`src/hw/rtl/thac_pkg.sv`:
```
// Shared widths, register indexes, defaults and control structs for the
// tile horizontal autocorrelation block. No dependencies.
`default_nettype none
package thac_pkg;

	localparam int PIX_W     = 8;
	localparam int SUM_W     = 33;
	localparam int FRAC_W    = 16;
	localparam int RATIO_W   = 17;
	localparam int LAGIDX_W  = 4;
	localparam int CFG_W     = 9;
	localparam int CFG_IDX_W = 2;
	localparam int SIDE_REG_W = 9;
	localparam int LAGS_REG_W = 5;

	localparam logic [CFG_IDX_W-1:0] REG_TILE_WIDTH  = 2'd0;
	localparam logic [CFG_IDX_W-1:0] REG_TILE_HEIGHT = 2'd1;
	localparam logic [CFG_IDX_W-1:0] REG_LAG_COUNT   = 2'd2;

	localparam logic [SIDE_REG_W-1:0] TILE_WIDTH_RST  = 9'd16;
	localparam logic [SIDE_REG_W-1:0] TILE_HEIGHT_RST = 9'd16;
	localparam logic [LAGS_REG_W-1:0] LAG_COUNT_RST   = 5'd16;

	localparam int MAX_LAGS_DEF      = 16;
	localparam int MAX_TILE_SIDE_DEF = 256;

	localparam logic [RATIO_W-1:0] RATIO_ONE = 17'h10000;

	// Per-cycle command broadcast to every cell of the chain
	typedef struct packed {
		logic accum;
		logic shift;
		logic clear;
	} cell_ctrl_t;

	// Result of the shared divider
	typedef struct packed {
		logic               done;
		logic               zero;
		logic [RATIO_W-1:0] ratio;
	} div_res_t;

endpackage
`default_nettype wire

```
`src/hw/rtl/thac_cell.sv`:
```
// One lag cell of the autocorrelation chain: one pixel tap and one lag sum.
// Depends on thac_pkg.
`default_nettype none
module thac_cell #(
	parameter int LAG   = 0,
	parameter int POS_W = 8
) (
	input  wire                             clk,
	input  wire                             arst_n,
	input  thac_pkg::cell_ctrl_t            ctrl,
	input  wire  [POS_W-1:0]                col,
	input  wire  [thac_pkg::PIX_W-1:0]      pixel,
	input  wire  [thac_pkg::PIX_W-1:0]      tap_in,
	output logic [thac_pkg::PIX_W-1:0]      tap_out,
	input  wire  [thac_pkg::SUM_W-1:0]      sum_in,
	output logic [thac_pkg::SUM_W-1:0]      sum_out
);

	logic [thac_pkg::PIX_W-1:0]   tap_q;
	logic [thac_pkg::SUM_W-1:0]   sum_q;
	logic [2*thac_pkg::PIX_W-1:0] prod;
	logic                         pair_ok;

	assign prod    = tap_in * pixel;
	// only pairs that lie inside the current row
	assign pair_ok = (32'(col) >= 32'(LAG));

	always_ff @(posedge clk or negedge arst_n) begin
		if (!arst_n) begin
			tap_q <= '0;
			sum_q <= '0;
		end else begin
			if (ctrl.accum) begin
				tap_q <= tap_in;
				if (pair_ok) begin
					sum_q <= sum_q + thac_pkg::SUM_W'(prod);
				end
			end else if (ctrl.clear) begin
				sum_q <= '0;
			end else if (ctrl.shift) begin
				sum_q <= sum_in;
			end
		end
	end

	assign tap_out = tap_q;
	assign sum_out = sum_q;

endmodule
`default_nettype wire

```
`src/hw/rtl/thac_div.sv`:
```
// Restoring divider: lag sum over lag-0 sum in Q0.16, one quotient bit per
// cycle, with saturation at 1.0 and a zero-divisor flag. Depends on thac_pkg.
`default_nettype none
module thac_div (
	input  wire                          clk,
	input  wire                          arst_n,
	input  wire                          start,
	input  wire                          take,
	input  wire  [thac_pkg::SUM_W-1:0]   dividend,
	input  wire  [thac_pkg::SUM_W-1:0]   divisor,
	output thac_pkg::div_res_t           res
);

	localparam int STEP_W = $clog2(thac_pkg::FRAC_W + 1);

	logic                          busy_q;
	logic                          done_q;
	logic                          zero_q;
	logic                          sat_q;
	logic [STEP_W-1:0]             step_q;
	logic [thac_pkg::SUM_W-1:0]    rem_q;
	logic [thac_pkg::SUM_W-1:0]    dvs_q;
	logic [thac_pkg::FRAC_W-1:0]   quo_q;
	logic [thac_pkg::SUM_W:0]      rem2;
	logic                          fits;

	assign rem2 = {rem_q, 1'b0};
	assign fits = (rem2 >= {1'b0, dvs_q});

	always_ff @(posedge clk or negedge arst_n) begin
		if (!arst_n) begin
			busy_q <= 1'b0;
			done_q <= 1'b0;
			zero_q <= 1'b0;
			sat_q  <= 1'b0;
			step_q <= '0;
			rem_q  <= '0;
			dvs_q  <= '0;
			quo_q  <= '0;
		end else if (start) begin
			dvs_q  <= divisor;
			rem_q  <= dividend;
			quo_q  <= '0;
			zero_q <= 1'b0;
			sat_q  <= 1'b0;
			busy_q <= 1'b0;
			done_q <= 1'b0;
			if (divisor == '0) begin
				zero_q <= 1'b1;
				done_q <= 1'b1;
			end else if (dividend >= divisor) begin
				// quotient at or above 1.0: saturate
				sat_q  <= 1'b1;
				done_q <= 1'b1;
			end else begin
				busy_q <= 1'b1;
				step_q <= STEP_W'(thac_pkg::FRAC_W);
			end
		end else if (busy_q) begin
			if (fits) begin
				rem_q <= thac_pkg::SUM_W'(rem2 - {1'b0, dvs_q});
			end else begin
				rem_q <= thac_pkg::SUM_W'(rem2);
			end
			quo_q  <= {quo_q[thac_pkg::FRAC_W-2:0], fits};
			step_q <= step_q - 1'b1;
			if (step_q == STEP_W'(1)) begin
				busy_q <= 1'b0;
				done_q <= 1'b1;
			end
		end else if (take) begin
			done_q <= 1'b0;
		end
	end

	assign res.done  = done_q;
	assign res.zero  = zero_q;
	assign res.ratio = sat_q ? thac_pkg::RATIO_ONE : {1'b0, quo_q};

endmodule
`default_nettype wire

```
`src/hw/rtl/tile_horizontal_autocorrelation_top.sv`:
```
// Tile horizontal autocorrelation, top level: lag cell chain, divider, control.
// Readout: after the tile's last pixel, lag 0 goes via ST_START and the divider
// into the output register; other lags come direct (ratio 1.0, zero energy) or
// after 16 divider steps; all wait while out_ready is low. Throughput: one pixel
// per cycle in a tile; pixels are held off until the tile's last lag item is loaded.
// Reset: arst_n clears sums, positions and outputs, loads 16 x 16 tile, 16 lags.
`default_nettype none
module tile_horizontal_autocorrelation_top #(
	parameter int MAX_LAGS      = thac_pkg::MAX_LAGS_DEF,
	parameter int MAX_TILE_SIDE = thac_pkg::MAX_TILE_SIDE_DEF
) (
	input  wire                                clk,
	input  wire                                arst_n,
	// configuration write port
	input  wire                                cfg_we,
	input  wire  [thac_pkg::CFG_IDX_W-1:0]     cfg_index,
	input  wire  [thac_pkg::CFG_W-1:0]         cfg_data,
	// pixel items
	input  wire                                in_valid,
	output logic                               in_ready,
	input  wire  [thac_pkg::PIX_W-1:0]         pixel,
	// result items
	output logic                               out_valid,
	input  wire                                out_ready,
	output logic [thac_pkg::LAGIDX_W-1:0]      lag_index,
	output logic [thac_pkg::RATIO_W-1:0]       ratio,
	output logic                               zero_energy,
	output logic                               last
);

	localparam int POS_W     = $clog2(MAX_TILE_SIDE);
	localparam int SIDE_CLOG = $clog2(MAX_TILE_SIDE + 1);
	localparam int CMP_W     = (thac_pkg::SIDE_REG_W > SIDE_CLOG) ?
	                           thac_pkg::SIDE_REG_W : SIDE_CLOG;
	localparam int LAG_CNT_W = $clog2(MAX_LAGS + 1);

	localparam logic [1:0] ST_ACC   = 2'd0;
	localparam logic [1:0] ST_START = 2'd1;
	localparam logic [1:0] ST_DIV   = 2'd2;

	// configuration registers keep the written bits (lag count only its low five); clamping is applied on use
	logic [thac_pkg::SIDE_REG_W-1:0] tile_width_q;
	logic [thac_pkg::SIDE_REG_W-1:0] tile_height_q;
	logic [thac_pkg::LAGS_REG_W-1:0] lag_count_q;

	always_ff @(posedge clk or negedge arst_n) begin
		if (!arst_n) begin
			tile_width_q  <= thac_pkg::TILE_WIDTH_RST;
			tile_height_q <= thac_pkg::TILE_HEIGHT_RST;
			lag_count_q   <= thac_pkg::LAG_COUNT_RST;
		end else if (cfg_we) begin
			unique case (cfg_index)
				thac_pkg::REG_TILE_WIDTH:  tile_width_q  <= cfg_data;
				thac_pkg::REG_TILE_HEIGHT: tile_height_q <= cfg_data;
				thac_pkg::REG_LAG_COUNT:
					lag_count_q <= cfg_data[thac_pkg::LAGS_REG_W-1:0];
				default: ;
			endcase
		end
	end

	// clamp zero to one and large values to the build limits
	logic [CMP_W-1:0]     width_raw, height_raw, width_eff, height_eff;
	logic [LAG_CNT_W-1:0] lags_eff;

	assign width_raw  = CMP_W'(tile_width_q);
	assign height_raw = CMP_W'(tile_height_q);

	always_comb begin
		if (width_raw == '0) begin
			width_eff = CMP_W'(1);
		end else if (width_raw > CMP_W'(MAX_TILE_SIDE)) begin
			width_eff = CMP_W'(MAX_TILE_SIDE);
		end else begin
			width_eff = width_raw;
		end
		if (height_raw == '0) begin
			height_eff = CMP_W'(1);
		end else if (height_raw > CMP_W'(MAX_TILE_SIDE)) begin
			height_eff = CMP_W'(MAX_TILE_SIDE);
		end else begin
			height_eff = height_raw;
		end
		if (lag_count_q == '0) begin
			lags_eff = LAG_CNT_W'(1);
		end else if (32'(lag_count_q) > 32'(MAX_LAGS)) begin
			lags_eff = LAG_CNT_W'(MAX_LAGS);
		end else begin
			lags_eff = LAG_CNT_W'(lag_count_q);
		end
	end

	// control state
	logic [1:0]                  state_q;
	logic [POS_W-1:0]            col_q;
	logic [POS_W-1:0]            row_q;
	logic [LAG_CNT_W-1:0]        lag_cnt_q;
	logic [thac_pkg::SUM_W-1:0]  divisor_q;

	logic                        in_fire;
	logic                        row_end;
	logic                        tile_end;
	logic                        out_free;
	logic                        last_lag;
	logic                        div_start;
	logic                        div_take;
	logic [thac_pkg::SUM_W-1:0]  div_divisor;
	thac_pkg::cell_ctrl_t        ctrl;
	thac_pkg::div_res_t          dres;

	// chain links: taps move right with each pixel, sums move left on readout
	logic [thac_pkg::PIX_W-1:0]  tap_link [MAX_LAGS];
	logic [thac_pkg::SUM_W-1:0]  sum_link [MAX_LAGS+1];

	assign in_ready = (state_q == ST_ACC);
	assign in_fire  = in_valid && in_ready;
	assign row_end  = ((CMP_W'(col_q) + CMP_W'(1)) >= width_eff);
	assign tile_end = row_end && ((CMP_W'(row_q) + CMP_W'(1)) >= height_eff);
	assign out_free = !out_valid || out_ready;
	assign last_lag = ((lag_cnt_q + LAG_CNT_W'(1)) == lags_eff);

	always_comb begin
		ctrl        = '0;
		div_start   = 1'b0;
		div_take    = 1'b0;
		div_divisor = divisor_q;
		ctrl.accum  = in_fire;
		unique case (state_q)
			ST_ACC: ;
			ST_START: begin
				// lag 0 sits at the head of the chain and is its own divisor
				div_start   = 1'b1;
				div_divisor = sum_link[0];
				ctrl.shift  = 1'b1;
			end
			ST_DIV: begin
				if (dres.done && out_free) begin
					div_take = 1'b1;
					if (last_lag) begin
						ctrl.clear = 1'b1;
					end else begin
						div_start  = 1'b1;
						ctrl.shift = 1'b1;
					end
				end
			end
			default: ;
		endcase
	end

	always_ff @(posedge clk or negedge arst_n) begin
		if (!arst_n) begin
			state_q   <= ST_ACC;
			col_q     <= '0;
			row_q     <= '0;
			lag_cnt_q <= '0;
			divisor_q <= '0;
		end else begin
			unique case (state_q)
				ST_ACC: begin
					if (in_fire) begin
						if (!row_end) begin
							col_q <= col_q + 1'b1;
						end else begin
							col_q <= '0;
							if (tile_end) begin
								row_q   <= '0;
								state_q <= ST_START;
							end else begin
								row_q <= row_q + 1'b1;
							end
						end
					end
				end
				ST_START: begin
					divisor_q <= sum_link[0];
					lag_cnt_q <= '0;
					state_q   <= ST_DIV;
				end
				ST_DIV: begin
					if (div_take) begin
						if (last_lag) begin
							lag_cnt_q <= '0;
							state_q   <= ST_ACC;
						end else begin
							lag_cnt_q <= lag_cnt_q + 1'b1;
						end
					end
				end
				default: state_q <= ST_ACC;
			endcase
		end
	end

	// output register: hold a result until taken, accept pixels meanwhile
	always_ff @(posedge clk or negedge arst_n) begin
		if (!arst_n) begin
			out_valid   <= 1'b0;
			lag_index   <= '0;
			ratio       <= '0;
			zero_energy <= 1'b0;
			last        <= 1'b0;
		end else if (div_take) begin
			out_valid   <= 1'b1;
			lag_index   <= thac_pkg::LAGIDX_W'(lag_cnt_q);
			ratio       <= dres.zero ? '0 : dres.ratio;
			zero_energy <= dres.zero;
			last        <= last_lag;
		end else if (out_ready) begin
			out_valid <= 1'b0;
		end
	end

	// lag cell chain
	assign sum_link[MAX_LAGS] = '0;
	assign tap_link[0]        = pixel;

	for (genvar k = 0; k < MAX_LAGS; k++) begin : g_cell
		if (k < MAX_LAGS - 1) begin : g_mid
			thac_cell #(
				.LAG   (k),
				.POS_W (POS_W)
			) u_cell (
				.clk     (clk),
				.arst_n  (arst_n),
				.ctrl    (ctrl),
				.col     (col_q),
				.pixel   (pixel),
				.tap_in  (tap_link[k]),
				.tap_out (tap_link[k+1]),
				.sum_in  (sum_link[k+1]),
				.sum_out (sum_link[k])
			);
		end else begin : g_end
			thac_cell #(
				.LAG   (k),
				.POS_W (POS_W)
			) u_cell (
				.clk     (clk),
				.arst_n  (arst_n),
				.ctrl    (ctrl),
				.col     (col_q),
				.pixel   (pixel),
				.tap_in  (tap_link[k]),
				.tap_out (),
				.sum_in  (sum_link[k+1]),
				.sum_out (sum_link[k])
			);
		end
	end

	thac_div u_div (
		.clk      (clk),
		.arst_n   (arst_n),
		.start    (div_start),
		.take     (div_take),
		.dividend (sum_link[0]),
		.divisor  (div_divisor),
		.res      (dres)
	);

endmodule
`default_nettype wire

```
`config.mk`:
```
export PLATFORM = sky130hd
export DESIGN_NAME = tile_horizontal_autocorrelation_top
export DESIGN_NICKNAME = d
export VERILOG_FILES = /design/src/hw/rtl/thac_pkg.sv /design/src/hw/rtl/thac_cell.sv /design/src/hw/rtl/thac_div.sv /design/src/hw/rtl/tile_horizontal_autocorrelation_top.sv
export SDC_FILE = /design/constraint.sdc
export NUM_CORES = 2
export LEC_CHECK = 0
export BUFFER_PORTS_ARGS = -buffer_cell sky130_fd_sc_hd__buf_2
export CAP_MARGIN = 20
export CORE_ASPECT_RATIO = 1.75
export CORE_MARGIN = 5
export CORE_UTILIZATION = 48
export CTS_CLUSTER_SIZE = 24
export DETAILED_ROUTE_END_ITERATION = 16
export PLACE_DENSITY = 0.63
export RECOVER_POWER = 25
export REMOVE_ABC_BUFFERS = 1
export SYNTH_ARGS = -nofsm -noshare
export SYNTH_HDL_FRONTEND = slang
export SYNTH_SLANG_ARGS = --single-unit
```
`constraint.sdc`:
```
create_clock -name clk -period 7.36 [get_ports clk]
set_input_delay 1.472 -clock clk [delete_from_list [all_inputs] [get_ports clk]]
set_output_delay 1.472 -clock clk [all_outputs]
set_load 0.03 [all_outputs]
```
==> impl_metrics.toml <==
[grt]
grt_usage = 0.265
overflow = 0
grt_pass1_vias = 75459
grt_max_degree = 183
met1_usage = 0.279
grt_first_pass_wirelength_mm = 401
grt_use_met2 = 0.509
globalRouteMet3Util = 0.0272
antenna_found_initial = 2
busiest_layer = "met2"

[final_layout]
layout-area-overhead-vs-synth_pct = 7.62
ff_latch_area_um2 = 21100
nNetsFinal = 11520
fillers = 16916
fin_area_um2 = 92300
multi_input_area_um2 = 56000
drive_gt1_frac = 0.0511

[yosys]
synth_area_um2 = 85800
synth_top_flop_cell = "dfrtp_1"
avgSynthCellArea_um2 = 8.44
netlist_instances = 10161
ys.warnings.count = 0
synth_cell_types = 88
yosysSeqAreaShare = 0.246
synth_seq_cells = 842
synth_edf_count = 0
postSynth.asyncResetShare = 1.00

[critical_path]
path_delay_family = "compound AO/OA/AOI/OAI gates"
reg2reg_slack_ns = 1.33
cp-end-kind = "flop"
timing.rr.end = "g_cell[7].g_mid.u_cell.sum_out[32]$_DFFE_PN0P_"
crit_chain = "buf_4, buf_4, buf_4, nand2_1, fa_1, inv_1, fa_1, ha_1, inv_1, fa_1, inv_1, ha_1, a21o_1, a21o_1, a2111oi_0, buf_4, o211ai_1, a31oi_1, o21a_1, nand2b_1, nor4_1, a21oi_1, o21ai_0"
crit_fanout = 14
cpMaxStageDelayCell = "a2111oi_0"
startpoint_type = "primary input"
cp.required_ns = 7.94
rr_startpoint = "g_cell[6].g_mid.u_cell.tap_out[6]$_DFFE_PN0P_"
cpMostUsedCell = "buf_4"
slowest_delay_ns = 0.89
worstSetupPathType = "in -> reg"
reg2regPathDepth = 18
cp_num_buf_inv = 7
arrival_ns = 7.51

[min_path]
min_to = "lag_index[0]$_DFFE_PN0P_"
hold_start = "lag_index[0]$_DFFE_PN0P_"
hold_path_depth = 2
hp-class = "reg -> reg"

[cts]
clk_latency_ns = 0.74
cts_resized = 0
cts_buffers = 93
tritoncts = "built"
cts-root-buf = "clkbuf_16"
clockBufferDepth = 3
cts_max_level = 3
cts.sinks = 842
cts_setup_buffers = 0
clk_pin_slew_ns = 0.06
cts_hold_buf = 0

[status]
status = "finished with violations"
violations = "capacitance limit, slew limit"

[sta]
holdWs_ns = 0.472
setup-tns-final_ns = 0
slew_violations = 126
finalSetupViolCount = 0
maxClockFrequency_mhz = 144
final.period_utilization = 0.941
rsz0062_at_grt = "false"
fin_skew_ns = 0.0610
finalHoldViolations = 0
min_period_ns = 6.93
setup_ws_ns = 0.431
slew-limit-headroom = -2.48
tightestPinTransition_ns = 5.22

[place]
port_buffers = 48
post-place-ws_ns = -0.177
place_area_um2 = 88900
dp_hpwl_mm = 185
place_congestion = 0.898

[routing]
drt-total-wl_mm = 248
drtPass1Iterations = 6
ant_nets = 0
vias_per_cell = 5.67
drc = 0
detail_route.wl_per_cell_um = 20.0
vias = 70361
drtIter0Drc = 3621

[floorplan]
start_util = 0.482
die_h_um = 569
num_io_pins = 49
design.core.area_um2 = 178000
fp.dieArea_um2 = 188000
die_x_um = 330
num_rows = 205

[job]
drv_cap = 2
==> layout by cell type, fill, tap and decap left out, types with 30 or more instances in the layout <==
cell / count
a211oi_1: 43
a21o_1: 145
a21oi_1: 569
a221oi_1: 153
a22oi_1: 52
a31oi_1: 117
and2_1: 569
and3_1: 81
buf_12: 33
buf_2: 37
buf_4: 195
clkbuf_16: 93
dfrtp_1: 838
fa_1: 788
ha_1: 754
inv_1: 1706
mux2i_1: 75
nand2_1: 1363
nand2b_1: 47
nand3_1: 185
nand4_1: 56
nor2_1: 521
nor2b_1: 44
nor3_1: 98
nor4_1: 53
o211ai_1: 31
o21a_1: 54
o21ai_0: 480
o2bb2ai_1: 30
o31ai_1: 45
xnor2_1: 170
xor2_1: 87
==> routing by layer <==
metal / vias up / share of wire
met3: 703 / 0.035
met1: 35275 / 0.36
li1: 32685 / -
met4: 2 / 0.064
met2: 1696 / 0.54
met5: - / 0.000064
==> registers in the layout (all words and copies together), names as in the netlist, 16 cells and up <==
| name | count |
|---|---|
| g_cell.g_mid.u_cell.sum_out | 495 |
| g_cell.g_end.u_cell.sum_out | 33 |
| u_div.quo_q | 16 |
| u_div.rem_q | 33 |
| u_div.dvs_q | 33 |
| divisor_q | 33 |
| ratio | 17 |
| g_cell.g_mid.u_cell.tap_out | 120 |
==> cell families after synthesis <==
group           share of synthesized area
simple gates                        0.170
buf+inv                             0.103
compound gates                      0.149
fa+ha+maj                           0.294
flops                               0.246
xor+xnor                           0.0262
mux                                0.0122
==> worst register-to-register path, stage by stage (launching register included) <==
cell,delay [ns]
dfrtp_1,0.64
nand2_1,0.15
fa_1,0.53
inv_1,0.06
fa_1,0.51
inv_1,0.06
fa_1,0.51
fa_1,0.50
inv_1,0.05
ha_1,0.32
a2111oi_0,0.86
buf_4,0.25
o211ai_1,0.19
a31oi_1,0.36
o21a_1,0.31
nand2b_1,0.27
nor4_1,0.09
a21oi_1,0.14
o21ai_0,0.08
==> worst max path at each step <==
stage / start / to / slack [ns] / cells past startpoint
2_1_floorplan: in_valid / g_cell[2].g_mid.u_cell.sum_out[32]$_DFFE_PN0P_ / -34.05 / 5
3_3_place_gp: pixel[2] / g_cell[5].g_mid.u_cell.sum_out[24]$_DFFE_PN0P_ / -0.14 / 22
3_5_place_dp: pixel[1] / g_cell[7].g_mid.u_cell.sum_out[32]$_DFFE_PN0P_ / -0.18 / 23
4_1_cts: pixel[1] / g_cell[7].g_mid.u_cell.sum_out[32]$_DFFE_PN0P_ / 0.57 / 23
5_1_grt: arst_n / g_cell[1].g_mid.u_cell.sum_out[16]$_DFFE_PN0P_ / 0.20 / 3
6_report: pixel[1] / g_cell[7].g_mid.u_cell.sum_out[32]$_DFFE_PN0P_ / 0.43 / 23
==> cells in the mapped netlist, types with 20 or more instances <==
cell	instances	area, um^2
inv_1	1706	6400
nand2_1	1364	5120
dfrtp_1	839	21000
fa_1	788	15800
ha_1	754	9430
a21oi_1	571	2860
and2_1	570	3570
nor2_1	528	1980
clkbuf_1	484	1820
o21ai_0	484	2420
nand3_1	185	926
xnor2_1	170	1490
a221oi_1	153	1340
a21o_1	145	1090
a31oi_1	117	732
nor3_1	98	490
xor2_1	87	762
and3_1	81	507
mux2i_1	75	751
buf_4	56	420
nand4_1	56	350
o21a_1	55	413
nor4_1	53	332
a22oi_1	52	390
nand2b_1	48	300
o31ai_1	45	338
nor2b_1	44	275
a211oi_1	43	323
o211ai_1	31	233
o2bb2ai_1	30	263
a22o_1	29	254
o22ai_1	29	181
a311oi_1	28	245
or3_1	27	169
mux2_2	26	293
a32oi_1	22	193
o22a_1	22	193
o21bai_1	20	150
==> area by class of cell <==
| class | instances | share of cell area |
|---|---|---|
| sequential | 842 | 0.228 |
| clock inverter | 38 | 0.00725 |
| clock buffer | 136 | 0.0300 |
| tap | 2380 | 0.0323 |
| antenna | 3 | 0.0000813 |
| multi-input combinational | 7036 | 0.607 |
| timing repair buffer | 273 | 0.0254 |
| inverter | 1708 | 0.0695 |
==> per-stage QoR <==
stage,utilization,instances
global placement,0.499,12239
detailed placement,0.499,12239
CTS,0.519,12413
floorplan,-,9586
global route,0.518,12414
finish,0.518,12416
Power is left out: the tool's default activity adds up to more than one toggle a clock period on the data nets, which glitch-free logic cannot reach.
